<file path="config.mk">
export PLATFORM = sky130hd
export DESIGN_NAME = adx_adpcm_decoder_flat
export DESIGN_NICKNAME = d
export VERILOG_FILES = /design/src/rtl/adx_pkg.sv /design/src/rtl/adx_if.sv /design/src/rtl/adx_front.sv /design/src/rtl/adx_queue.sv /design/src/rtl/adx_back.sv /design/src/rtl/adx_adpcm_decoder.sv /design/src/flat_wrapper.sv
export SDC_FILE = /design/constraint.sdc
export NUM_CORES = 2
export LEC_CHECK = 0
export BUFFER_PORTS_ARGS = -buffer_cell sky130_fd_sc_hd__buf_2
export CAP_MARGIN = 10
export CELL_PAD_IN_SITES_DETAIL_PLACEMENT = 0
export CELL_PAD_IN_SITES_GLOBAL_PLACEMENT = 1
export CORE_MARGIN = 4
export CORE_UTILIZATION = 45
export CTS_CLUSTER_SIZE = 25
export DETAILED_ROUTE_END_ITERATION = 12
export PLACE_DENSITY_LB_ADDON = 0.1
export SETUP_SLACK_MARGIN = 0.4
export SKIP_LAST_GASP = 1
export SLEW_MARGIN = 20
export SYNTH_ARGS = -nofsm -noshare
export SYNTH_HDL_FRONTEND = slang
export SYNTH_HIERARCHICAL = 1
export SYNTH_SLANG_ARGS = --single-unit
</file>
<file path="constraint.sdc">
create_clock -name clk_i -period 13.7 [get_ports clk_i]
set_input_delay 2.74 -clock clk_i [delete_from_list [all_inputs] [get_ports clk_i]]
set_output_delay 2.74 -clock clk_i [all_outputs]
set_load 0.01 [all_outputs]
</file>
<file path="src/rtl/adx_pkg.sv">
// Package with the shared constants and types of the ADX ADPCM decoder.
package adx_pkg;

  localparam int FRAME_BYTES  = 18;
  localparam int POS_W        = 5;
  localparam int SCALE_HI_POS = 0;
  localparam int SCALE_LO_POS = 1;
  localparam int GAIN_W       = 16;
  localparam int GS_W         = 32;
  localparam int NIB_W        = 4;
  localparam int SAMPLE_W     = 16;
  localparam int T1_W         = GS_W + 1 + NIB_W;
  localparam int T2_W         = 32;
  localparam int ACC_W        = T1_W + 2;
  localparam int FRAC_BITS    = 14;
  localparam int SH_W         = ACC_W - FRAC_BITS;

  localparam logic [GAIN_W-1:0]          GAIN_RESET  = 16'd16384;
  localparam logic signed [16:0]         COEF_LAST   = 17'sh07298;
  localparam logic signed [16:0]         COEF_BEFORE = 17'sh03350;
  localparam logic signed [SAMPLE_W-1:0] SAMPLE_MAX  = 16'sh7FFF;
  localparam logic signed [SAMPLE_W-1:0] SAMPLE_MIN  = -16'sh8000;

  localparam int QUEUE_DEPTH = 2;
  localparam int QPTR_W      = $clog2(QUEUE_DEPTH);

  typedef struct packed {
    logic [GS_W-1:0] gs;
    logic [7:0]      data_byte;
    logic            channel;
    logic            frame_end;
  } adx_job_t;

  typedef enum logic [2:0] {
    BK_IDLE,
    BK_MUL_HI,
    BK_ACC_HI,
    BK_MUL_LO,
    BK_ACC_LO
  } back_state_e;

endpackage

</file>
<file path="src/rtl/adx_if.sv">
// Request channel interfaces for the decoder input bytes and output samples.
interface adx_in_if;
  logic       valid;
  logic       ready;
  logic       channel;
  logic [7:0] data_byte;

  modport source (output valid, output channel, output data_byte, input ready);
  modport sink (input valid, input channel, input data_byte, output ready);
endinterface

interface adx_out_if;
  logic               valid;
  logic               ready;
  logic signed [15:0] sample;
  logic               sample_channel;
  logic               pair_last;
  logic               frame_end;

  modport source (output valid, output sample, output sample_channel, output pair_last,
                  output frame_end, input ready);
  modport sink (input valid, input sample, input sample_channel, input pair_last,
                input frame_end, output ready);
endinterface

</file>
<file path="src/rtl/adx_front.sv">
// Front end: tracks frame position and scale per channel and queues data bytes.
module adx_front #(
  parameter int NUM_CHANNELS = 2
) (
  input  logic                          clk_i,
  input  logic                          rst_ni,
  input  logic [adx_pkg::GAIN_W-1:0]    gain_i,
  adx_in_if.sink                        byte_i,
  output logic                          push_valid_o,
  output adx_pkg::adx_job_t             push_entry_o,
  input  logic                          push_ready_i
);
  import adx_pkg::*;

  localparam int CH_W = (NUM_CHANNELS > 1) ? $clog2(NUM_CHANNELS) : 1;

  logic [POS_W-1:0] pos_q   [NUM_CHANNELS];
  logic [POS_W-1:0] pos_d   [NUM_CHANNELS];
  logic [15:0]      scale_q [NUM_CHANNELS];
  logic [15:0]      scale_d [NUM_CHANNELS];

  logic [CH_W-1:0]  ch_idx;
  logic             ch_ok;
  logic             accept;
  logic [POS_W-1:0] pos_eff;
  logic [POS_W-1:0] pos_next;

  assign byte_i.ready = push_ready_i;

  always_comb begin
    ch_idx   = CH_W'(byte_i.channel);
    ch_ok    = int'(byte_i.channel) < NUM_CHANNELS;
    accept   = byte_i.valid && byte_i.ready;
    pos_eff  = (pos_q[ch_idx] >= POS_W'(FRAME_BYTES)) ? '0 : pos_q[ch_idx];
    pos_next = (pos_eff == POS_W'(FRAME_BYTES - 1)) ? '0 : pos_eff + POS_W'(1);
    pos_d    = pos_q;
    scale_d  = scale_q;
    if (accept && ch_ok) begin
      pos_d[ch_idx] = pos_next;
      if (pos_eff == POS_W'(SCALE_HI_POS)) begin
        scale_d[ch_idx][15:8] = byte_i.data_byte;
      end else if (pos_eff == POS_W'(SCALE_LO_POS)) begin
        scale_d[ch_idx][7:0] = byte_i.data_byte;
      end
    end
  end

  always_comb begin
    push_valid_o           = accept && ch_ok && (pos_eff > POS_W'(SCALE_LO_POS));
    push_entry_o.gs        = GS_W'(gain_i) * GS_W'(scale_q[ch_idx]);
    push_entry_o.data_byte = byte_i.data_byte;
    push_entry_o.channel   = byte_i.channel;
    push_entry_o.frame_end = pos_eff == POS_W'(FRAME_BYTES - 1);
  end

  always_ff @(posedge clk_i or negedge rst_ni) begin
    if (!rst_ni) begin
      for (int i = 0; i < NUM_CHANNELS; i++) begin
        pos_q[i]   <= '0;
        scale_q[i] <= '0;
      end
    end else begin
      pos_q   <= pos_d;
      scale_q <= scale_d;
    end
  end

endmodule

</file>
<file path="src/rtl/adx_queue.sv">
// Short queue of decode jobs between the front end and the back end.
module adx_queue (
  input  logic              clk_i,
  input  logic              rst_ni,
  input  logic              push_valid_i,
  input  adx_pkg::adx_job_t push_entry_i,
  output logic              push_ready_o,
  input  logic              pop_i,
  output logic              pop_valid_o,
  output adx_pkg::adx_job_t pop_entry_o
);
  import adx_pkg::*;

  adx_job_t          slot_q [QUEUE_DEPTH];
  logic [QPTR_W-1:0] wr_ptr_q, wr_ptr_d;
  logic [QPTR_W-1:0] rd_ptr_q, rd_ptr_d;
  logic [QPTR_W:0]   count_q, count_d;
  logic              do_push;
  logic              do_pop;

  always_comb begin
    push_ready_o = count_q != (QPTR_W + 1)'(QUEUE_DEPTH);
    pop_valid_o  = count_q != '0;
    pop_entry_o  = slot_q[rd_ptr_q];
    do_push      = push_valid_i && push_ready_o;
    do_pop       = pop_i && pop_valid_o;
    wr_ptr_d     = do_push ? wr_ptr_q + QPTR_W'(1) : wr_ptr_q;
    rd_ptr_d     = do_pop ? rd_ptr_q + QPTR_W'(1) : rd_ptr_q;
    count_d      = count_q;
    if (do_push && !do_pop) begin
      count_d = count_q + (QPTR_W + 1)'(1);
    end else if (do_pop && !do_push) begin
      count_d = count_q - (QPTR_W + 1)'(1);
    end
  end

  always_ff @(posedge clk_i) begin
    if (do_push) begin
      slot_q[wr_ptr_q] <= push_entry_i;
    end
  end

  always_ff @(posedge clk_i or negedge rst_ni) begin
    if (!rst_ni) begin
      wr_ptr_q <= '0;
      rd_ptr_q <= '0;
      count_q  <= '0;
    end else begin
      wr_ptr_q <= wr_ptr_d;
      rd_ptr_q <= rd_ptr_d;
      count_q  <= count_d;
    end
  end

endmodule

</file>
<file path="src/rtl/adx_back.sv">
// Back end: decodes the two nibbles of a data byte and holds the output sample.
module adx_back #(
  parameter int NUM_CHANNELS = 2
) (
  input  logic              clk_i,
  input  logic              rst_ni,
  input  logic              q_valid_i,
  input  adx_pkg::adx_job_t q_entry_i,
  output logic              pop_o,
  adx_out_if.source         sample_o
);
  import adx_pkg::*;

  localparam int CH_W = (NUM_CHANNELS > 1) ? $clog2(NUM_CHANNELS) : 1;

  back_state_e state_q, state_d;
  adx_job_t    job_q;

  logic signed [T1_W-1:0]     t1_q, t1_d;
  logic signed [T2_W-1:0]     t2_q, t2_d;
  logic signed [T2_W-1:0]     t3_q, t3_d;
  logic signed [SAMPLE_W-1:0] hist_last_q   [NUM_CHANNELS];
  logic signed [SAMPLE_W-1:0] hist_before_q [NUM_CHANNELS];

  logic signed [SAMPLE_W-1:0] out_sample_q;
  logic                       out_valid_q, out_valid_d;
  logic                       out_channel_q;
  logic                       out_pair_last_q;
  logic                       out_frame_end_q;

  logic [CH_W-1:0]            ch_idx;
  logic signed [NIB_W-1:0]    nib;
  logic                       out_free;
  logic                       fire;
  logic                       is_lo;
  logic signed [ACC_W-1:0]    acc;
  logic signed [SH_W-1:0]     shifted;
  logic signed [SAMPLE_W-1:0] sat;

  assign sample_o.valid          = out_valid_q;
  assign sample_o.sample         = out_sample_q;
  assign sample_o.sample_channel = out_channel_q;
  assign sample_o.pair_last      = out_pair_last_q;
  assign sample_o.frame_end      = out_frame_end_q;

  assign out_free = !out_valid_q || sample_o.ready;

  always_comb begin
    state_d = state_q;
    case (state_q)
      BK_IDLE: begin
        if (q_valid_i) begin
          state_d = BK_MUL_HI;
        end
      end
      BK_MUL_HI: state_d = BK_ACC_HI;
      BK_ACC_HI: begin
        if (out_free) begin
          state_d = BK_MUL_LO;
        end
      end
      BK_MUL_LO: state_d = BK_ACC_LO;
      BK_ACC_LO: begin
        if (out_free) begin
          state_d = q_valid_i ? BK_MUL_HI : BK_IDLE;
        end
      end
      default: state_d = BK_IDLE;
    endcase
  end

  always_comb begin
    pop_o = 1'b0;
    fire  = 1'b0;
    is_lo = 1'b0;
    case (state_q)
      BK_IDLE:   pop_o = q_valid_i;
      BK_MUL_LO: is_lo = 1'b1;
      BK_ACC_HI: fire = out_free;
      BK_ACC_LO: begin
        is_lo = 1'b1;
        fire  = out_free;
        pop_o = out_free && q_valid_i;
      end
      default: pop_o = 1'b0;
    endcase
  end

  always_comb begin
    ch_idx  = CH_W'(job_q.channel);
    nib     = is_lo ? $signed(job_q.data_byte[3:0]) : $signed(job_q.data_byte[7:4]);
    t1_d    = T1_W'($signed({1'b0, job_q.gs})) * T1_W'(nib);
    t2_d    = T2_W'(COEF_LAST) * T2_W'(hist_last_q[ch_idx]);
    t3_d    = T2_W'(COEF_BEFORE) * T2_W'(hist_before_q[ch_idx]);
    acc     = ACC_W'(t1_q) + ACC_W'(t2_q) - ACC_W'(t3_q);
    shifted = $signed(acc[ACC_W-1:FRAC_BITS]);
    if (shifted > SH_W'(SAMPLE_MAX)) begin
      sat = SAMPLE_MAX;
    end else if (shifted < SH_W'(SAMPLE_MIN)) begin
      sat = SAMPLE_MIN;
    end else begin
      sat = shifted[SAMPLE_W-1:0];
    end
    out_valid_d = fire ? 1'b1 : (sample_o.ready ? 1'b0 : out_valid_q);
  end

  always_ff @(posedge clk_i) begin
    t1_q <= t1_d;
    t2_q <= t2_d;
    t3_q <= t3_d;
    if (pop_o) begin
      job_q <= q_entry_i;
    end
    if (fire) begin
      out_sample_q    <= sat;
      out_channel_q   <= job_q.channel;
      out_pair_last_q <= is_lo;
      out_frame_end_q <= is_lo && job_q.frame_end;
    end
  end

  always_ff @(posedge clk_i or negedge rst_ni) begin
    if (!rst_ni) begin
      state_q     <= BK_IDLE;
      out_valid_q <= 1'b0;
      for (int i = 0; i < NUM_CHANNELS; i++) begin
        hist_last_q[i]   <= '0;
        hist_before_q[i] <= '0;
      end
    end else begin
      state_q     <= state_d;
      out_valid_q <= out_valid_d;
      if (fire) begin
        hist_before_q[ch_idx] <= hist_last_q[ch_idx];
        hist_last_q[ch_idx]   <= sat;
      end
    end
  end

endmodule

</file>
<file path="src/rtl/adx_adpcm_decoder.sv">
// ADX ADPCM decoder: takes one frame byte per request and returns 16-bit PCM samples.
// Each request carries a channel and the next byte of that channel's 18-byte frame. The two
// scale bytes of a frame are absorbed by the front end and produce no sample; each data
// byte produces two sample requests, high nibble first. The back-end sequencer handles a data
// byte as a multiply step and an accumulate-and-saturate step per nibble, the second nibble
// waiting for the history that the first one writes, and takes the next data byte only after
// both nibbles of the last one are done. A two-entry job queue sits between front and back,
// and a registered output stage lets decoding continue until a sample waits unread.
// The gain register may only be written while no request is in flight.
module adx_adpcm_decoder #(
  parameter int NUM_CHANNELS = 2
) (
  input  logic                       clk_i,
  input  logic                       rst_ni,
  input  logic                       cfg_we_i,
  input  logic [adx_pkg::GAIN_W-1:0] cfg_wdata_i,
  adx_in_if.sink                     byte_i,
  adx_out_if.source                  sample_o
);
  import adx_pkg::*;

  logic [GAIN_W-1:0] gain_q;
  logic              push_valid;
  logic              push_ready;
  adx_job_t          push_entry;
  logic              q_valid;
  adx_job_t          q_entry;
  logic              pop;

  always_ff @(posedge clk_i or negedge rst_ni) begin
    if (!rst_ni) begin
      gain_q <= GAIN_RESET;
    end else if (cfg_we_i) begin
      gain_q <= cfg_wdata_i;
    end
  end

  adx_front #(
    .NUM_CHANNELS(NUM_CHANNELS)
  ) u_front (
    .clk_i        (clk_i),
    .rst_ni       (rst_ni),
    .gain_i       (gain_q),
    .byte_i       (byte_i),
    .push_valid_o (push_valid),
    .push_entry_o (push_entry),
    .push_ready_i (push_ready)
  );

  adx_queue u_queue (
    .clk_i        (clk_i),
    .rst_ni       (rst_ni),
    .push_valid_i (push_valid),
    .push_entry_i (push_entry),
    .push_ready_o (push_ready),
    .pop_i        (pop),
    .pop_valid_o  (q_valid),
    .pop_entry_o  (q_entry)
  );

  adx_back #(
    .NUM_CHANNELS(NUM_CHANNELS)
  ) u_back (
    .clk_i     (clk_i),
    .rst_ni    (rst_ni),
    .q_valid_i (q_valid),
    .q_entry_i (q_entry),
    .pop_o     (pop),
    .sample_o  (sample_o)
  );

  a_push_has_room : assert property (@(posedge clk_i) disable iff (!rst_ni)
    push_valid |-> push_ready)
    else $error("front end pushed a job into a full queue");

  a_pop_has_job : assert property (@(posedge clk_i) disable iff (!rst_ni)
    pop |-> q_valid)
    else $error("back end took a job from an empty queue");

  a_frame_end_on_low : assert property (@(posedge clk_i) disable iff (!rst_ni)
    sample_o.valid && sample_o.frame_end |-> sample_o.pair_last)
    else $error("frame end flagged on a high-nibble sample");

endmodule

</file>
<file path="src/flat_wrapper.sv">
// flat-port wrapper written by rule: the top's interface ports become plain ports
module adx_adpcm_decoder_flat import adx_pkg::*;
#(
  parameter int NUM_CHANNELS = 2
)
  (clk_i, rst_ni, cfg_we_i, cfg_wdata_i, byte_i_valid, byte_i_channel, byte_i_data_byte, byte_i_ready, sample_o_valid, sample_o_sample, sample_o_sample_channel, sample_o_pair_last, sample_o_frame_end, sample_o_ready);
  adx_in_if byte_i_i ();
  adx_out_if sample_o_i ();
  input  logic clk_i;
  input  logic rst_ni;
  input  logic cfg_we_i;
  input  logic [adx_pkg::GAIN_W-1:0] cfg_wdata_i;
  input wire logic [$bits(byte_i_i.valid)-1:0] byte_i_valid;
  input wire logic [$bits(byte_i_i.channel)-1:0] byte_i_channel;
  input wire logic [$bits(byte_i_i.data_byte)-1:0] byte_i_data_byte;
  output wire logic [$bits(byte_i_i.ready)-1:0] byte_i_ready;
  output wire logic [$bits(sample_o_i.valid)-1:0] sample_o_valid;
  output wire logic [$bits(sample_o_i.sample)-1:0] sample_o_sample;
  output wire logic [$bits(sample_o_i.sample_channel)-1:0] sample_o_sample_channel;
  output wire logic [$bits(sample_o_i.pair_last)-1:0] sample_o_pair_last;
  output wire logic [$bits(sample_o_i.frame_end)-1:0] sample_o_frame_end;
  input wire logic [$bits(sample_o_i.ready)-1:0] sample_o_ready;
  assign byte_i_i.valid = byte_i_valid;
  assign byte_i_i.channel = byte_i_channel;
  assign byte_i_i.data_byte = byte_i_data_byte;
  assign byte_i_ready = byte_i_i.ready;
  assign sample_o_valid = sample_o_i.valid;
  assign sample_o_sample = sample_o_i.sample;
  assign sample_o_sample_channel = sample_o_i.sample_channel;
  assign sample_o_pair_last = sample_o_i.pair_last;
  assign sample_o_frame_end = sample_o_i.frame_end;
  assign sample_o_i.ready = sample_o_ready;
  adx_adpcm_decoder #(.NUM_CHANNELS(NUM_CHANNELS)) u_core (.clk_i(clk_i), .rst_ni(rst_ni), .cfg_we_i(cfg_we_i), .cfg_wdata_i(cfg_wdata_i), .byte_i(byte_i_i), .sample_o(sample_o_i));
endmodule
</file>
==> flow_metrics.py <==
metrics = {
    "outcome": {
        "outcome": "completed",
    },
    "grt": {
        "overflow": 0,
        "grt_pass1_wl_um": 145000,
        "grt_pass1_vias": 26572,
        "grt_max_degree": 70,
        "track_usage": 0.212,
        "antenna_found_initial": 0,
    },
    "floorplanning": {
        "die_x_um": 293,
        "io_pins": 51,
        "fp.coreArea_mm2": 0.0804,
        "die-area_mm2": 0.0857,
        "die_height_um": 293,
        "initial_core_util": 0.454,
        "num_rows": 104,
    },
    "final_layout": {
        "final_cells": 4697,
        "final_nets": 4452,
        "layout_commonest_cell": "inv_1",
        "final_area_mm2": 0.0391,
        "mostFrequentLayoutCells": "inv_1, ha_1, fa_1",
        "drive_above_1_share": 0.0908,
        "syn2layout_area_growth_pct": 7.10,
    },
    "yosys": {
        "synth_area_leaders": "fa_1, ha_1, edfxtp_1",
        "synth_top_area_share": 0.223,
        "ys_async_sr_fraction": 0.354,
        "synth-edff-count": 145,
        "synth.distinct_cells": 96,
        "synth_fp_nets": 4454,
        "synth-warning-count": 6,
        "synth-main-ff-cell": "edfxtp_1",
        "synthCells": 3602,
        "syn_area_per_cell_um2": 10.1,
        "yosysTopAreaCell": "fa_1",
        "synth-seq-cells": 367,
        "syn_area_mm2": 0.0365,
        "seq_area_frac_synth": 0.259,
    },
    "timing": {
        "drv_slew": 0,
        "fmax_mhz": 112,
        "setup_viol": 0,
        "post-route-period-util": 0.652,
        "rsz0062_at_grt": "no",
        "hold_viol": 0,
        "period_needed_ns": 8.93,
        "slew_headroom": 0.292,
        "fin_ws_ns": 4.77,
        "tns_ns": 0,
        "tightest_slew_ns": 1.03,
        "fin_skew_ns": 0.0262,
    },
    "detailed_routing": {
        "dr_total_vias": 24441,
        "drc_errors": 0,
        "viasPerCell": 5.20,
        "drt-initial-drc-count": 997,
        "wire_per_inst_um": 18.9,
        "dr.pass1.iters": 6,
        "ant_nets": 0,
        "wl_um": 88800,
    },
    "placed_design": {
        "place_congestion": 0.878,
        "place_area_mm2": 0.0376,
        "dp_slack_ns": 4.21,
        "place_inst": 4614,
        "dp_hpwl_um": 72500,
        "portBuffers": 50,
    },
    "setup_path": {
        "critPathSlowestCell": "buf_2",
        "critPathKind": "input port to register",
        "cp.required_ns": 14.00,
        "slowest_delay_ns": 0.57,
        "end_kind": "register",
        "cpLargestDelayFamily": "adder cells",
        "cp_max_fo": 29,
        "cp.arrival_ns": 9.22,
        "crit_chain": "buf_2, mux2_2, and2_1, fa_1, inv_1, fa_1, inv_1, fa_1, inv_1, fa_1, inv_1, fa_1, inv_1, fa_1, inv_1, ha_1, a21oi_1, and3_1, or4_4, o21a_1, o21ai_0, nand3_1",
        "cp-start-kind": "input port",
        "cp_num_buf_inv": 7,
    },
    "cts": {
        "cts_tree": "yes",
        "cts_root_buf": "clkbuf_16",
        "cts-buffers-inserted": 44,
        "post-cts-setup-buffer-count": 0,
        "htree_levels": 2,
        "clock-sinks": 367,
        "cts_resized": 0,
        "clockBufferDepth": 3,
        "holdBufCountCts": 0,
        "clock_latency_ns": 0.58,
        "path_clk_slew_ns": 0.06,
    },
    "min_path": {
        "min_path_type": "register to register",
    },
    "job": {
        "drv_cap": 0,
    },
}
[area by class of cell]
type | count | area, um2
clock inverter | 21 | 204
inverter | 628 | 2360
sequential | 367 | 9450
multi-input combinational | 2490 | 24100
clock buffer | 61 | 1250
tap | 1060 | 1330
fill | 7439 | 41300
antenna | 1 | 2.50
timing repair buffer | 69 | 399
[worst paths after layout]
path,startpoint,end,slack (ns),cells after the start
max in group asynchronous,rst_ni,u_core/u_queue/rd_ptr_q,10.22,2
worst min-delay path,u_core/u_back/hist_before_q[27],u_core/u_back/hist_before_q[27],0.47,2
min in group asynchronous,rst_ni,u_core/u_back/hist_before_q[17],2.11,1
worst max register to register,u_core/u_back/state_q[1],u_core/u_back/t1_q[35],6.59,24
worst max-delay path,byte_i_channel,u_core/u_queue/slot_q[1][36],4.77,22
worst min register to register,u_core/u_back/hist_before_q[27],u_core/u_back/hist_before_q[27],0.47,2
[state kept, by name, indices dropped and copies added (netlist names), 2 cells and up]
name,count
u_core/gain_q,16
u_core/u_back/hist_before_q,32
u_core/u_back/hist_last_q,32
u_core/u_back/job_q,41
u_core/u_back/sample_o.sample,16
u_core/u_back/state_q,3
u_core/u_back/t1_q,36
u_core/u_back/t2_q,29
u_core/u_back/t3_q,27
u_core/u_front/pos_q,10
u_core/u_front/scale_q,32
u_core/u_queue/count_q,2
u_core/u_queue/slot_q,84
[stage by stage]
step | hold WS (ns) | utilization
6_report | 0.467 | 0.486
3_3_place_gp | 0.452 | 0.468
2_1_floorplan | 0.424 | -
3_5_place_dp | 0.458 | 0.468
4_1_cts | 0.474 | 0.486
5_1_grt | 0.495 | 0.486
[synthesized netlist by cell type (all sizes together), types with 94 or more instances]
library cell / instances
a21oi: 109
and2: 209
dfrtp: 129
edfxtp: 145
fa: 407
ha: 415
inv: 627
mux2: 134
nand2: 367
nor2: 159
xnor2: 94
[per-layer routing]
layer | part of all wire | vias to the layer above | track usage | wire [um]
li1 | - | 11710 | - | -
met4 | 0.039 | 0 | 0.0752 | 3490
met1 | 0.41 | 12224 | 0.254 | 36100
met3 | 0.025 | 149 | 0.0189 | 2190
met2 | 0.53 | 358 | 0.395 | 47100
met5 | 0 | - | 0 | 0
[worst min-delay path, cell delays in order, from the launching register on]
cell and delay, ns:
dfrtp_1 0.34, nand2_1 0.05, nand2_1 0.05
[cell families after synthesis]
logic type | share of synthesized area
XOR/XNOR | 0.0351
buffers and inverters | 0.0821
multiplexers | 0.0537
flip-flops | 0.259
AO/OA/AOI/OAI | 0.0830
AND/OR/NAND/NOR | 0.121
adder cells (fa/ha/maj) | 0.366
Power is left out: the tool's default activity adds up to more than one toggle a clock period on the data nets, which glitch-free logic cannot reach.
